<file path="src/sv/lsp_pkg.sv">
// Shared types, constants and codes for the LED strip pixel symbol encoder.
package lsp_pkg;

    localparam int CHAN_W   = 8;
    localparam int TICK_W   = 15;
    localparam int LATCH_W  = 16;
    localparam int WORD_W   = 4 * CHAN_W;
    localparam int BITCNT_W = $clog2(WORD_W);
    localparam int ADDR_W   = 5;
    localparam int DATA_W   = 32;

    // Default depth of the queue between front and back
    localparam int QUEUE_DEPTH = 2;

    localparam logic [CHAN_W-1:0]   BRIGHT_FULL = 8'd255;
    localparam logic [2*CHAN_W-1:0] ROUND_OFS   = 16'd127;

    // Index of the final bit of a pixel, three or four channels
    localparam logic [BITCNT_W-1:0] LAST_BIT_RGB  = 5'd23;
    localparam logic [BITCNT_W-1:0] LAST_BIT_RGBW = 5'd31;

    localparam logic [TICK_W-1:0] TICK_MAX = 15'h7FFF;

    // Register indexes (byte address / 4)
    typedef enum logic [2:0] {
        REG_BRIGHTNESS = 3'd0,
        REG_RGBW_MODE  = 3'd1,
        REG_ZERO_HIGH  = 3'd2,
        REG_ZERO_LOW   = 3'd3,
        REG_ONE_HIGH   = 3'd4,
        REG_ONE_LOW    = 3'd5,
        REG_LATCH      = 3'd6
    } t_reg_idx;

    // Serialiser states
    typedef enum logic [1:0] {
        BK_IDLE,
        BK_BITS,
        BK_LATCH
    } t_back_state;

    // One classified pixel waiting in the queue
    typedef struct packed {
        logic [WORD_W-1:0] word;   // scaled G,R,B,W, MSB first
        logic              rgbw;
        logic              last;
    } t_entry;

    // Pulse timings handed to the serialiser
    typedef struct packed {
        logic [TICK_W-1:0]  zero_high;
        logic [TICK_W-1:0]  zero_low;
        logic [TICK_W-1:0]  one_high;
        logic [TICK_W-1:0]  one_low;
        logic [LATCH_W-1:0] latch;
    } t_timing;

    // One outgoing symbol
    typedef struct packed {
        logic              level_first;
        logic [TICK_W-1:0] ticks_first;
        logic              level_second;
        logic [TICK_W-1:0] ticks_second;
        logic              is_reset;
        logic              run_end;
    } t_symbol;

endpackage

</file>
<file path="src/sv/lsp_pixel_if.sv">
// Pixel request channel.
interface lsp_pixel_if import lsp_pkg::*; ();
    logic              valid;
    logic              ready;
    logic [CHAN_W-1:0] red;
    logic [CHAN_W-1:0] green;
    logic [CHAN_W-1:0] blue;
    logic [CHAN_W-1:0] white;
    logic              last_pixel;

    modport source (output valid, red, green, blue, white, last_pixel, input ready);
    modport sink   (input valid, red, green, blue, white, last_pixel, output ready);
endinterface

</file>
<file path="src/sv/lsp_symbol_if.sv">
// Pulse symbol request channel.
interface lsp_symbol_if import lsp_pkg::*; ();
    logic              valid;
    logic              ready;
    logic              level_first;
    logic [TICK_W-1:0] ticks_first;
    logic              level_second;
    logic [TICK_W-1:0] ticks_second;
    logic              is_reset;
    logic              run_end;

    modport source (output valid, level_first, ticks_first, level_second, ticks_second,
                    is_reset, run_end, input ready);
    modport sink   (input valid, level_first, ticks_first, level_second, ticks_second,
                    is_reset, run_end, output ready);
endinterface

</file>
<file path="src/sv/led_strip_pixel_symbol_encoder.sv">
// Top level of the LED strip pixel symbol encoder: registers, front, queue, back.
//
// Usage:
//   i_pix takes one pixel request (red, green, blue, white, last_pixel) per
//   valid/ready handshake. o_sym gives pulse symbols, one per handshake, in the
//   order green, red, blue (then white in four-channel mode), MSB first, and a
//   low latch symbol after a pixel flagged last_pixel. run_end marks the final
//   symbol of each pixel.
//   The APB port sets brightness, mode and tick timings; write only while idle.
//   A request is written into the queue, and its first symbol then into the
//   back end's output register before it appears on o_sym.
//   Throughput: one symbol per cycle from the serialiser in the back end while
//   o_sym is ready, so a pixel gives 24 bit symbols (32 in four-channel mode),
//   plus one latch symbol after a last pixel. The next pixel's bits follow with no gap when it is queued.
//   The front accepts a new pixel while the back is busy until the queue
//   (FIFO_DEPTH entries) is full.
//   Reset: synchronous, active low; empties queue and output, loads default
//   timings. A stalled o_sym holds its symbol; the back halts and the queue
//   fills, after which i_pix.ready drops.
module led_strip_pixel_symbol_encoder import lsp_pkg::*; #(
    parameter int FIFO_DEPTH = QUEUE_DEPTH
) (
    input  logic               i_clk,
    input  logic               i_rst_n,
    lsp_pixel_if.sink          i_pix,
    lsp_symbol_if.source       o_sym,
    input  logic               psel,
    input  logic               penable,
    input  logic               pwrite,
    input  logic [ADDR_W-1:0]  paddr,
    input  logic [DATA_W-1:0]  pwdata,
    output logic [DATA_W-1:0]  prdata,
    output logic               pready
);

    logic [CHAN_W-1:0]  r_brightness;
    logic               r_rgbw_mode;
    logic [TICK_W-1:0]  r_zero_high;
    logic [TICK_W-1:0]  r_zero_low;
    logic [TICK_W-1:0]  r_one_high;
    logic [TICK_W-1:0]  r_one_low;
    logic [LATCH_W-1:0] r_latch;

    logic     cfg_wr;
    t_reg_idx reg_idx;
    t_timing  timing;
    logic     q_push;
    logic     q_pop;
    logic     q_full;
    logic     q_valid;
    t_entry   q_in;
    t_entry   q_head;

    // Register file
    assign pready  = 1'b1;
    assign cfg_wr  = psel && penable && pwrite;
    assign reg_idx = t_reg_idx'(paddr[ADDR_W-1:2]);

    always_ff @(posedge i_clk) begin
        if (!i_rst_n) begin
            r_brightness <= 8'd255;
            r_rgbw_mode  <= 1'b0;
            r_zero_high  <= 15'd3;
            r_zero_low   <= 15'd9;
            r_one_high   <= 15'd9;
            r_one_low    <= 15'd3;
            r_latch      <= 16'd800;
        end else if (cfg_wr) begin
            unique case (reg_idx)
                REG_BRIGHTNESS: r_brightness <= pwdata[CHAN_W-1:0];
                REG_RGBW_MODE:  r_rgbw_mode  <= pwdata[0];
                REG_ZERO_HIGH:  r_zero_high  <= pwdata[TICK_W-1:0];
                REG_ZERO_LOW:   r_zero_low   <= pwdata[TICK_W-1:0];
                REG_ONE_HIGH:   r_one_high   <= pwdata[TICK_W-1:0];
                REG_ONE_LOW:    r_one_low    <= pwdata[TICK_W-1:0];
                REG_LATCH:      r_latch      <= pwdata[LATCH_W-1:0];
                default: ;
            endcase
        end
    end

    // Read-back
    always_comb begin
        unique case (reg_idx)
            REG_BRIGHTNESS: prdata = DATA_W'(r_brightness);
            REG_RGBW_MODE:  prdata = DATA_W'(r_rgbw_mode);
            REG_ZERO_HIGH:  prdata = DATA_W'(r_zero_high);
            REG_ZERO_LOW:   prdata = DATA_W'(r_zero_low);
            REG_ONE_HIGH:   prdata = DATA_W'(r_one_high);
            REG_ONE_LOW:    prdata = DATA_W'(r_one_low);
            REG_LATCH:      prdata = DATA_W'(r_latch);
            default:        prdata = '0;
        endcase
    end

    assign timing.zero_high = r_zero_high;
    assign timing.zero_low  = r_zero_low;
    assign timing.one_high  = r_one_high;
    assign timing.one_low   = r_one_low;
    assign timing.latch     = r_latch;

    lsp_front u_front (
        .i_pix        (i_pix),
        .i_brightness (r_brightness),
        .i_rgbw_mode  (r_rgbw_mode),
        .i_full       (q_full),
        .o_push       (q_push),
        .o_entry      (q_in)
    );

    lsp_fifo #(
        .DEPTH (FIFO_DEPTH)
    ) u_fifo (
        .i_clk   (i_clk),
        .i_rst_n (i_rst_n),
        .i_push  (q_push),
        .i_entry (q_in),
        .i_pop   (q_pop),
        .o_full  (q_full),
        .o_valid (q_valid),
        .o_head  (q_head)
    );

    lsp_back u_back (
        .i_clk     (i_clk),
        .i_rst_n   (i_rst_n),
        .i_timing  (timing),
        .i_q_valid (q_valid),
        .i_q_head  (q_head),
        .o_pop     (q_pop),
        .o_sym     (o_sym)
    );

    // A latch symbol always closes its pixel's run and is low throughout
    a_reset_ends_run: assert property (@(posedge i_clk) disable iff (!i_rst_n)
        o_sym.valid && o_sym.is_reset |-> o_sym.run_end && !o_sym.level_first
                                          && !o_sym.level_second)
        else $error("latch symbol malformed");

    // Bit symbols go high then low
    a_bit_levels: assert property (@(posedge i_clk) disable iff (!i_rst_n)
        o_sym.valid && !o_sym.is_reset |-> o_sym.level_first && !o_sym.level_second)
        else $error("bit symbol levels wrong");

    // Queue is never popped when empty
    a_no_empty_pop: assert property (@(posedge i_clk) disable iff (!i_rst_n)
        q_pop |-> q_valid)
        else $error("pop from empty queue");

endmodule

</file>
<file path="src/sv/lsp_front.sv">
// Front end: accepts pixels, scales channels by brightness, queues the bit word.
module lsp_front import lsp_pkg::*; (
    lsp_pixel_if.sink         i_pix,
    input  logic [CHAN_W-1:0] i_brightness,
    input  logic              i_rgbw_mode,
    input  logic              i_full,
    output logic              o_push,
    output t_entry            o_entry
);

    // (v*br + 127) / 255 via reciprocal: (x + 1 + (x >> 8)) >> 8, exact for x < 65535
    function automatic logic [CHAN_W-1:0] scale_chan(input logic [CHAN_W-1:0] v,
                                                     input logic [CHAN_W-1:0] br);
        logic [2*CHAN_W-1:0] x;
        logic [2*CHAN_W:0]   y;
        x = (2*CHAN_W)'(v) * (2*CHAN_W)'(br) + ROUND_OFS;
        y = {1'b0, x} + (2*CHAN_W+1)'(1) + (2*CHAN_W+1)'(x[2*CHAN_W-1:CHAN_W]);
        return y[2*CHAN_W-1:CHAN_W];
    endfunction

    logic bypass;

    assign bypass = (i_brightness == BRIGHT_FULL);

    // Handshake: take a pixel whenever the queue has room
    assign i_pix.ready = !i_full;
    assign o_push      = i_pix.valid && !i_full;

    // Classify: channel order green, red, blue, white
    always_comb begin
        if (bypass) begin
            o_entry.word = {i_pix.green, i_pix.red, i_pix.blue, i_pix.white};
        end else begin
            o_entry.word = {scale_chan(i_pix.green, i_brightness),
                            scale_chan(i_pix.red,   i_brightness),
                            scale_chan(i_pix.blue,  i_brightness),
                            scale_chan(i_pix.white, i_brightness)};
        end
        o_entry.rgbw = i_rgbw_mode;
        o_entry.last = i_pix.last_pixel;
    end

endmodule

</file>
<file path="src/sv/lsp_fifo.sv">
// Short queue of classified pixels between front and back.
module lsp_fifo import lsp_pkg::*; #(
    parameter int DEPTH = QUEUE_DEPTH
) (
    input  logic   i_clk,
    input  logic   i_rst_n,
    input  logic   i_push,
    input  t_entry i_entry,
    input  logic   i_pop,
    output logic   o_full,
    output logic   o_valid,
    output t_entry o_head
);

    localparam int PW = (DEPTH > 1) ? $clog2(DEPTH) : 1;
    localparam int CW = $clog2(DEPTH + 1);

    t_entry         r_mem [DEPTH];
    logic [PW-1:0]  r_wp, n_wp;
    logic [PW-1:0]  r_rp, n_rp;
    logic [CW-1:0]  r_cnt, n_cnt;

    assign o_full  = (r_cnt == CW'(DEPTH));
    assign o_valid = (r_cnt != '0);
    assign o_head  = r_mem[r_rp];

    // Pointer and fill count update
    always_comb begin
        n_wp  = r_wp;
        n_rp  = r_rp;
        n_cnt = r_cnt;
        if (i_push) begin
            n_wp = (r_wp == PW'(DEPTH - 1)) ? '0 : r_wp + 1'b1;
        end
        if (i_pop) begin
            n_rp = (r_rp == PW'(DEPTH - 1)) ? '0 : r_rp + 1'b1;
        end
        if (i_push && !i_pop) begin
            n_cnt = r_cnt + 1'b1;
        end else if (!i_push && i_pop) begin
            n_cnt = r_cnt - 1'b1;
        end
    end

    always_ff @(posedge i_clk) begin
        if (!i_rst_n) begin
            r_wp  <= '0;
            r_rp  <= '0;
            r_cnt <= '0;
        end else begin
            r_wp  <= n_wp;
            r_rp  <= n_rp;
            r_cnt <= n_cnt;
        end
    end

    // Storage
    always_ff @(posedge i_clk) begin
        if (i_push) begin
            r_mem[r_wp] <= i_entry;
        end
    end

endmodule

</file>
<file path="src/sv/lsp_back.sv">
// Back end: serialises queued pixels into one pulse symbol per cycle while o_sym is ready.
module lsp_back import lsp_pkg::*; (
    input  logic         i_clk,
    input  logic         i_rst_n,
    input  t_timing      i_timing,
    input  logic         i_q_valid,
    input  t_entry       i_q_head,
    output logic         o_pop,
    lsp_symbol_if.source o_sym
);

    t_back_state         r_state, n_state;
    logic [WORD_W-1:0]   r_word, n_word;
    logic [BITCNT_W-1:0] r_bit, n_bit;
    logic                r_rgbw, n_rgbw;
    logic                r_last, n_last;
    logic                r_ov, n_ov;
    t_symbol             r_out, n_out;

    logic                advance;
    logic [WORD_W-1:0]   cur_word;
    logic [BITCNT_W-1:0] cur_bit;
    logic                cur_rgbw;
    logic                cur_last;
    logic                bit_end;
    logic [LATCH_W-1:0]  rest;

    // Output register frees when empty or taken
    assign advance = !r_ov || o_sym.ready;

    // Remainder of the latch time, saturated to the tick width
    assign rest = {1'b0, i_timing.latch[LATCH_W-1:1]} + LATCH_W'(i_timing.latch[0]);

    // Bit source: current pixel, or the queue head when starting a new one
    always_comb begin
        if (r_state == BK_BITS) begin
            cur_word = r_word;
            cur_bit  = r_bit;
            cur_rgbw = r_rgbw;
            cur_last = r_last;
        end else begin
            cur_word = i_q_head.word;
            cur_bit  = '0;
            cur_rgbw = i_q_head.rgbw;
            cur_last = i_q_head.last;
        end
        bit_end = (cur_bit == (cur_rgbw ? LAST_BIT_RGBW : LAST_BIT_RGB));
    end

    // Next state and symbol
    always_comb begin
        n_state = r_state;
        n_word  = r_word;
        n_bit   = r_bit;
        n_rgbw  = r_rgbw;
        n_last  = r_last;
        n_ov    = r_ov;
        n_out   = r_out;
        o_pop   = 1'b0;
        if (advance) begin
            priority if (r_state == BK_LATCH) begin
                n_out.level_first  = 1'b0;
                n_out.ticks_first  = i_timing.latch[LATCH_W-1:1];
                n_out.level_second = 1'b0;
                n_out.ticks_second = rest[LATCH_W-1] ? TICK_MAX : rest[TICK_W-1:0];
                n_out.is_reset     = 1'b1;
                n_out.run_end      = 1'b1;
                n_ov               = 1'b1;
                n_state            = BK_IDLE;
            end else if (r_state == BK_BITS || i_q_valid) begin
                o_pop              = (r_state != BK_BITS);
                n_out.level_first  = 1'b1;
                n_out.ticks_first  = cur_word[WORD_W-1] ? i_timing.one_high
                                                        : i_timing.zero_high;
                n_out.level_second = 1'b0;
                n_out.ticks_second = cur_word[WORD_W-1] ? i_timing.one_low
                                                        : i_timing.zero_low;
                n_out.is_reset     = 1'b0;
                n_out.run_end      = bit_end && !cur_last;
                n_ov               = 1'b1;
                n_word             = {cur_word[WORD_W-2:0], 1'b0};
                n_bit              = cur_bit + 1'b1;
                n_rgbw             = cur_rgbw;
                n_last             = cur_last;
                if (!bit_end) begin
                    n_state = BK_BITS;
                end else if (cur_last) begin
                    n_state = BK_LATCH;
                end else begin
                    n_state = BK_IDLE;
                end
            end else begin
                n_ov = 1'b0;
            end
        end
    end

    always_ff @(posedge i_clk) begin
        if (!i_rst_n) begin
            r_state <= BK_IDLE;
            r_ov    <= 1'b0;
        end else begin
            r_state <= n_state;
            r_ov    <= n_ov;
        end
    end

    // Payload, no reset needed
    always_ff @(posedge i_clk) begin
        r_word <= n_word;
        r_bit  <= n_bit;
        r_rgbw <= n_rgbw;
        r_last <= n_last;
        r_out  <= n_out;
    end

    assign o_sym.valid        = r_ov;
    assign o_sym.level_first  = r_out.level_first;
    assign o_sym.ticks_first  = r_out.ticks_first;
    assign o_sym.level_second = r_out.level_second;
    assign o_sym.ticks_second = r_out.ticks_second;
    assign o_sym.is_reset     = r_out.is_reset;
    assign o_sym.run_end      = r_out.run_end;

endmodule
</file>
<file path="src/flat_wrapper.sv">
// flat-port wrapper written by rule: the top's interface ports become plain ports
module led_strip_pixel_symbol_encoder_flat import lsp_pkg::*;
#(
    parameter int FIFO_DEPTH = QUEUE_DEPTH
)
  (i_clk, i_rst_n, psel, penable, pwrite, paddr, pwdata, prdata, pready, i_pix_valid, i_pix_red, i_pix_green, i_pix_blue, i_pix_white, i_pix_last_pixel, i_pix_ready, o_sym_valid, o_sym_level_first, o_sym_ticks_first, o_sym_level_second, o_sym_ticks_second, o_sym_is_reset, o_sym_run_end, o_sym_ready);
  lsp_pixel_if i_pix_i ();
  lsp_symbol_if o_sym_i ();
  input  logic i_clk;
  input  logic i_rst_n;
  input  logic psel;
  input  logic penable;
  input  logic pwrite;
  input  logic [ADDR_W-1:0] paddr;
  input  logic [DATA_W-1:0] pwdata;
  output logic [DATA_W-1:0] prdata;
  output logic pready;
  input wire logic [$bits(i_pix_i.valid)-1:0] i_pix_valid;
  input wire logic [$bits(i_pix_i.red)-1:0] i_pix_red;
  input wire logic [$bits(i_pix_i.green)-1:0] i_pix_green;
  input wire logic [$bits(i_pix_i.blue)-1:0] i_pix_blue;
  input wire logic [$bits(i_pix_i.white)-1:0] i_pix_white;
  input wire logic [$bits(i_pix_i.last_pixel)-1:0] i_pix_last_pixel;
  output wire logic [$bits(i_pix_i.ready)-1:0] i_pix_ready;
  output wire logic [$bits(o_sym_i.valid)-1:0] o_sym_valid;
  output wire logic [$bits(o_sym_i.level_first)-1:0] o_sym_level_first;
  output wire logic [$bits(o_sym_i.ticks_first)-1:0] o_sym_ticks_first;
  output wire logic [$bits(o_sym_i.level_second)-1:0] o_sym_level_second;
  output wire logic [$bits(o_sym_i.ticks_second)-1:0] o_sym_ticks_second;
  output wire logic [$bits(o_sym_i.is_reset)-1:0] o_sym_is_reset;
  output wire logic [$bits(o_sym_i.run_end)-1:0] o_sym_run_end;
  input wire logic [$bits(o_sym_i.ready)-1:0] o_sym_ready;
  assign i_pix_i.valid = i_pix_valid;
  assign i_pix_i.red = i_pix_red;
  assign i_pix_i.green = i_pix_green;
  assign i_pix_i.blue = i_pix_blue;
  assign i_pix_i.white = i_pix_white;
  assign i_pix_i.last_pixel = i_pix_last_pixel;
  assign i_pix_ready = i_pix_i.ready;
  assign o_sym_valid = o_sym_i.valid;
  assign o_sym_level_first = o_sym_i.level_first;
  assign o_sym_ticks_first = o_sym_i.ticks_first;
  assign o_sym_level_second = o_sym_i.level_second;
  assign o_sym_ticks_second = o_sym_i.ticks_second;
  assign o_sym_is_reset = o_sym_i.is_reset;
  assign o_sym_run_end = o_sym_i.run_end;
  assign o_sym_i.ready = o_sym_ready;
  led_strip_pixel_symbol_encoder #(.FIFO_DEPTH(FIFO_DEPTH)) u_core (.i_clk(i_clk), .i_rst_n(i_rst_n), .i_pix(i_pix_i), .o_sym(o_sym_i), .psel(psel), .penable(penable), .pwrite(pwrite), .paddr(paddr), .pwdata(pwdata), .prdata(prdata), .pready(pready));
endmodule
</file>
<file path="config.mk">
export PLATFORM = sky130hd
export DESIGN_NAME = led_strip_pixel_symbol_encoder_flat
export DESIGN_NICKNAME = d
export VERILOG_FILES = /design/src/sv/lsp_pkg.sv /design/src/sv/lsp_pixel_if.sv /design/src/sv/lsp_symbol_if.sv /design/src/sv/led_strip_pixel_symbol_encoder.sv /design/src/sv/lsp_front.sv /design/src/sv/lsp_fifo.sv /design/src/sv/lsp_back.sv /design/src/flat_wrapper.sv
export SDC_FILE = /design/constraint.sdc
export NUM_CORES = 1
export LEC_CHECK = 0
export ABC_AREA = 1
export BUFFER_PORTS_ARGS = -buffer_cell sky130_fd_sc_hd__buf_4
export CAP_MARGIN = 20
export CORE_MARGIN = 10
export CORE_UTILIZATION = 63
export DETAILED_ROUTE_END_ITERATION = 10
export GPL_TIMING_DRIVEN = 0
export PLACE_DENSITY = 0.8
export SETUP_SLACK_MARGIN = 0.5
export SYNTH_ARGS = -nofsm -noshare
export SYNTH_HDL_FRONTEND = slang
export SYNTH_SLANG_ARGS = --single-unit
export TNS_END_PERCENT = 10
</file>
<file path="constraint.sdc">
create_clock -name i_clk -period 7.4 [get_ports i_clk]
set_input_delay 1.85 -clock i_clk [delete_from_list [all_inputs] [get_ports i_clk]]
set_output_delay 1.85 -clock i_clk [all_outputs]
set_load 0.01 [all_outputs]
</file>
==> impl_metrics.csv, run 1 <==
group,metric,value,unit
timing,clock.fmax,148,MHz
logic_synthesis,syn-mean-instance-area,7.32,um^2
die,core-area,34600,um^2
die,initial_core_util,64.0,%
global_routing,grt_overflow,0,
clocking,htree_num_levels,1,
logic_synthesis,ys_ff_latch,232,
timing,skew,0.0146,ns
worst_setup_path,cp.arrival,7.00,ns
timing,slew_headroom,35.3,%
worst_setup_path,critPathMaxFanout,9,
global_routing,grt_usage,29.4,%
logic_synthesis,synth_cells,3026,
logic_synthesis,ys_warn_count,0,
die,ios,146,
logic_synthesis,synth_top_cell_by_area,"edfxtp_1",
global_routing,grt_first_pass_wirelength,104000,um
global_routing,grt_max_degree,34,
die,rows,68,
run_status,status,"complete, no violations",
worst_setup_path,cpMaxStageDelayCell,"fa_1",
logic_synthesis,seq_area_frac_synth,27.2,%
clocking,cts.sinks,232,
placed_design,place_hpwl,50600,um
finish,final_nets,3571,
global_routing,antenna_found_initial,3,
finish,drive_gt1_share,9.38,%
global_routing,grt_pass1_vias,20300,
logic_synthesis,postSynth.asyncResetShare,0,%
routing,post_drt_wl_per_cell,18.2,um
clocking,ctsHoldBuffers,0,
finish,area_growth,12.5,%
timing,setup_viol,0,
logic_synthesis,synth_area_leaders,"edfxtp_1 19%, fa_1 15%, nand2_1 14%, inv_1 10%, ha_1 9.3%",
logic_synthesis,syn-cell-area,22200,um^2
worst_setup_path,cp-end-kind,"register",
die,chipWidth,208,um
timing,maxSlewViolCount,0,
routing,via_count,20700,
die,die_h,208,um
die,die_area,43100,um^2
worst_setup_path,cp_common_cell,"nand2_1",
clocking,cts_tree,"built",
logic_synthesis,synth_edf_count,139,
logic_synthesis,ys.flop_type,"edfxtp_1",
timing,rsz0062_at_grt,"yes",
timing,fin_crit_sh,91.4,%
timing,tightest_slew,0.970,ns
worst_setup_path,path_class,"primary input to register",
worst_setup_path,worstPathRequired,7.64,ns
logic_synthesis,yosys.cell_types.count,47,
routing,detail_route.iter0.violations,1999,
worst_setup_path,cpPeakStageDelay,0.51,ns
placed_design,port_buffers,77,
clocking,cts_root_buffer,"clkbuf_16",
clocking,cts_buffers,22,
routing,ant_nets,0,
routing,viasPerCell,5.70,
routing,first_pass_iters,6,
clocking,path_clk_slew,0.07,ns
clocking,cts_buffer_depth,3,
timing,finalHoldViolCount,0,
logic_synthesis,synth_common_cells,"804 x nand2_1, 616 x inv_1, 209 x nor2_1, 196 x a21oi_1, 168 x fa_1",
placed_design,gp_congestion,1.00,
timing,layout_min_cycle_time,6.77,ns
routing,drc_errors,0,
job,max_cap_viol_count,0,
routing,routed_wirelength,66100,um
worst_setup_path,startpoint_type,"primary input",
clocking,clk_latency,0.51,ns
logic_synthesis,synth.most_common_cell,"nand2_1",
logic_synthesis,synth_top_area_share,18.8,%
worst_hold_path,hold_class,"register to register",
timing,hold_ws,0.480,ns
-- worst paths after layout --
path / start / to / slack, ns / cells past startpoint
hold reg to reg: u_core.r_one_high[1] / u_core.r_one_high[1] / 0.48 / 2
setup / recovery: i_pix_green[7] / u_core.u_fifo.r_mem[1][32] / 0.63 / 28
hold / removal: u_core.r_one_high[1] / u_core.r_one_high[1] / 0.48 / 2
setup reg to reg: u_core.r_brightness[5] / u_core.u_fifo.r_mem[1][32] / 0.75 / 29
-- worst max-delay path, delay by kind of cell --
family                   cells  cell delay [ns]
AO/OA/AOI/OAI                2             0.30
AND/OR/NAND/NOR             13             1.40
buffers and inverters        6             0.55
XOR/XNOR                     1             0.26
adder cells (fa/ha/maj)      6             2.64
-- registers in the layout, indices dropped and copies added (netlist names), 5 cells and up, named ones only --
name,count
u_core.u_back.o_sym.ticks_second,15
u_core.r_zero_high,15
u_core.r_latch,16
u_core.r_zero_low,15
u_core.r_one_high,15
u_core.u_back.r_word,31
u_core.u_fifo.r_mem,68
u_core.r_one_low,15
u_core.r_brightness,8
u_core.u_back.r_bit,5
u_core.u_back.o_sym.ticks_first,15
-- metal layers --
metal | track usage (%) | wire length [um] | vias to the layer above
met5 | 0 | 53 | -
met4 | 13.2 | 3140 | 6
met3 | 4.20 | 6390 | 223
met2 | 49.6 | 31800 | 1060
met1 | 36.8 | 24700 | 9716
li1 | - | - | 9686
-- stage by stage --
stage	area [um^2]	setup WS (ns)	setup TNS, ns	util (%)	instances
after floorplan	22200	0.549	0	-	3042
after global placement	23400	-0.348	-7.96	67.5	3574
after detailed placement	23500	-0.370	-11.11	67.8	3577
after CTS	24400	0.481	0	70.3	3626
after global routing	24900	0.335	0	72.0	3632
final	24900	0.634	0	72.0	3633
-- final cells by class --
cell class | count | area [um^2]
multi-input cells | 2044 | 13800
fillers | 2780 | 9690
flip-flops and latches | 232 | 6040
inverters | 628 | 2360
repair buffers | 95 | 786
plain buffers | 138 | 692
clock buffers | 24 | 601
well taps | 455 | 569
clock inverters | 16 | 140
diodes | 1 | 2.50
-- repair_timing --
| action | in CTS | in global routing |
|---|---|---|
| setup buffers | 9 | 5 |
| gates resized for setup | 37 | 144 |
| pin swaps | 0 | 19 |
| setup endpoints to repair | 56 | 64 |
-- placed cells by master, fill, tap and decap left out, types with 9 or more instances in the layout --
cell	n
a22oi_1	10
nor3_1	11
fa_1	167
nor2_1	196
conb_1	18
edfxtp_1	139
buf_1	9
ha_1	141
nand3b_1	11
nor2_2	11
clkbuf_4	11
a21oi_1	185
nand4_1	24
clkbuf_16	24
xnor2_1	11
dfxtp_1	93
nand3_2	9
nand3_1	154
a221oi_1	13
nand2_1	789
inv_2	11
clkbuf_2	16
ha_4	17
clkbuf_1	74
inv_1	614
o22ai_1	13
o21ai_0	135
buf_4	112
nand2_2	16
xor2_1	24
-- cell families after synthesis --
family / synth area share [%]
compound gates: 10.1
other cells: 0.0339
buf+inv: 13.3
flops: 27.2
simple gates: 22.8
fa+ha+maj: 24.5
xor+xnor: 1.98
Power of run 1 is left out: the tool's default activity adds up to more than one toggle a clock period on the data nets, which glitch-free logic cannot reach.
==> run 2, diff against run 1 <==
- CORE_UTILIZATION: 63 -> 64
- CTS_BUF_LIST: default -> sky130_fd_sc_hd__clkbuf_8
- PLACE_DENSITY: 0.8 -> 0.82
==> impl_metrics.csv, run 2 (synthesis gave the netlist of run 1 again) <==
group,metric,value,unit
run_status,status,"complete, no violations",
timing,slew_headroom,36.6,%
die,chipWidth,206,um
routing,drc_errors,0,
global_routing,grt_pass1_vias,20200,
worst_setup_path,path_class,"primary input to register",
clocking,cts_root_buffer,"clkbuf_8",
die,core-area,34400,um^2
worst_setup_path,cpMaxStageDelayCell,"fa_1",
clocking,htree_num_levels,2,
die,die_h,206,um
finish,final_nets,3577,
finish,final_common_cell,"nand2_1",
global_routing,antenna_found_initial,0,
clocking,cts_buffers,37,
routing,ant_nets,0,
global_routing,grt_overflow,0,
finish,stdcell_count,3647,
timing,finalHoldViolCount,0,
finish,final_cell_mix,"798 x nand2_1, 628 x inv_1, 197 x nor2_1, 187 x a21oi_1, 168 x fa_1",
worst_setup_path,critPathMaxFanout,9,
timing,tightest_slew,0.951,ns
worst_setup_path,cp-end-kind,"register",
timing,fin_crit_sh,92.7,%
worst_setup_path,cp_common_cell,"nand2_1",
clocking,cts.sinks,232,
routing,routed_wirelength,64400,um
job,max_cap_viol_count,0,
placed_design,port_buffers,77,
clocking,cts_tree,"built",
finish,drive_gt1_share,8.46,%
clocking,cts_buffer_depth,3,
finish,antenna_cells,0,
worst_setup_path,worst-path-buf-inv,5,
routing,first_pass_iters,7,
worst_setup_path,cpPeakStageDelay,0.56,ns
die,die_area,42500,um^2
timing,clock.fmax,146,MHz
routing,viasPerCell,5.67,
timing,setup_viol,0,
routing,detail_route.iter0.violations,1951,
worst_hold_path,hold_class,"register to register",
finish,area_growth,11.1,%
timing,skew,0.0423,ns
global_routing,grt_max_degree,34,
timing,layout_min_cycle_time,6.86,ns
die,rows,68,
finish,largest-register,"u_core.u_fifo.r_mem",
die,ios,146,
worst_setup_path,startpoint_type,"primary input",
worst_setup_path,cpLargestDelayFamily,"adder cells",
timing,rsz0062_at_grt,"yes",
timing,maxSlewViolCount,0,
placed_design,place_hpwl,50400,um
placed_design,dp_cells,3577,
global_routing,grt_first_pass_wirelength,102000,um
placed_design,gp_congestion,0.990,
worst_setup_path,worstPathRequired,7.63,ns
finish,largest_reg_flops,68,
finish,nFillCells,2805,
worst_setup_path,cp.arrival,7.10,ns
global_routing,grt_usage,29.8,%
routing,post_drt_wl_per_cell,17.7,um
routing,via_count,20700,
clocking,clk_latency,0.54,ns
clocking,path_clk_slew,0.06,ns
finish,final_util,71.6,%
finish,top_regs,"u_core.u_fifo.r_mem x68, u_core.u_back.r_word x31, u_core.r_latch x16",
die,initial_core_util,64.5,%
## run 2: cell types whose count changed in the layout (fill, tap and decap cells not counted), sizes merged, moves of 2 or more
cell      before  now
buf          132  123
clkbuf       125  143
clkinv        12   10
clkinvlp       4    0
inv          626  639
## run 2: area by class of cell
type | instances | area, um^2 | share of cell area, %
multi-input combinational | 2044 | 13600 | 55.2
sequential | 232 | 6040 | 24.5
inverter | 628 | 2360 | 9.58
timing repair buffer | 86 | 703 | 2.86
buffer | 138 | 662 | 2.69
clock buffer | 42 | 578 | 2.35
tap | 455 | 569 | 2.31
clock inverter | 22 | 116 | 0.473
## run 2: worst paths after layout
path              slack (ns)  cells after the start                   start                    endpoint
setup / recovery        0.54                     29          i_pix_green[4]  u_core.u_fifo.r_mem[0][33]
setup reg to reg        0.69                     30  u_core.r_brightness[2]  u_core.u_fifo.r_mem[0][33]
hold / removal          0.47                      1      u_core.u_fifo.r_rp          u_core.u_fifo.r_rp
hold reg to reg         0.47                      1      u_core.u_fifo.r_rp          u_core.u_fifo.r_rp
## run 2: what timing repair did
item | CTS | global route
buffers inserted | 2 | 3
gates cloned | 0 | 0
setup endpoints to repair | 50 | 64
hold buffers | 0 | 0
gates resized for setup | 31 | 100
pin swaps | 0 | 16
## run 2: routing by layer
layer  part of all wire [%]  global-route usage (%)
met5                      0                       0
met4                    4.5                    13.9
met3                    9.5                    4.81
met2                     48                    50.9
met1                     38                    36.3
## run 2: metrics by stage
step / hold WS (ns) / worst slack [ns] / cell area (um^2) / TNS, ns
floorplan: 0.426 / 0.549 / 22200 / 0
global placement: 0.439 / -0.276 / 23400 / -3.23
detailed placement: 0.453 / -0.347 / 23500 / -7.05
CTS: 0.460 / 0.487 / 24200 / 0
global route: 0.486 / 0.327 / 24600 / 0
finish: 0.466 / 0.538 / 24600 / 0
## run 2: worst register-to-register path, delay by kind of cell (launching register included)
kind / cells / cell delay (ns)
buffers and inverters: 6 / 1.47
AND/OR/NAND/NOR: 15 / 1.49
adder cells (fa/ha/maj): 6 / 2.61
flip-flops: 1 / 0.30
AO/OA/AOI/OAI: 3 / 0.56
Power of run 2 is left out for the same reason.
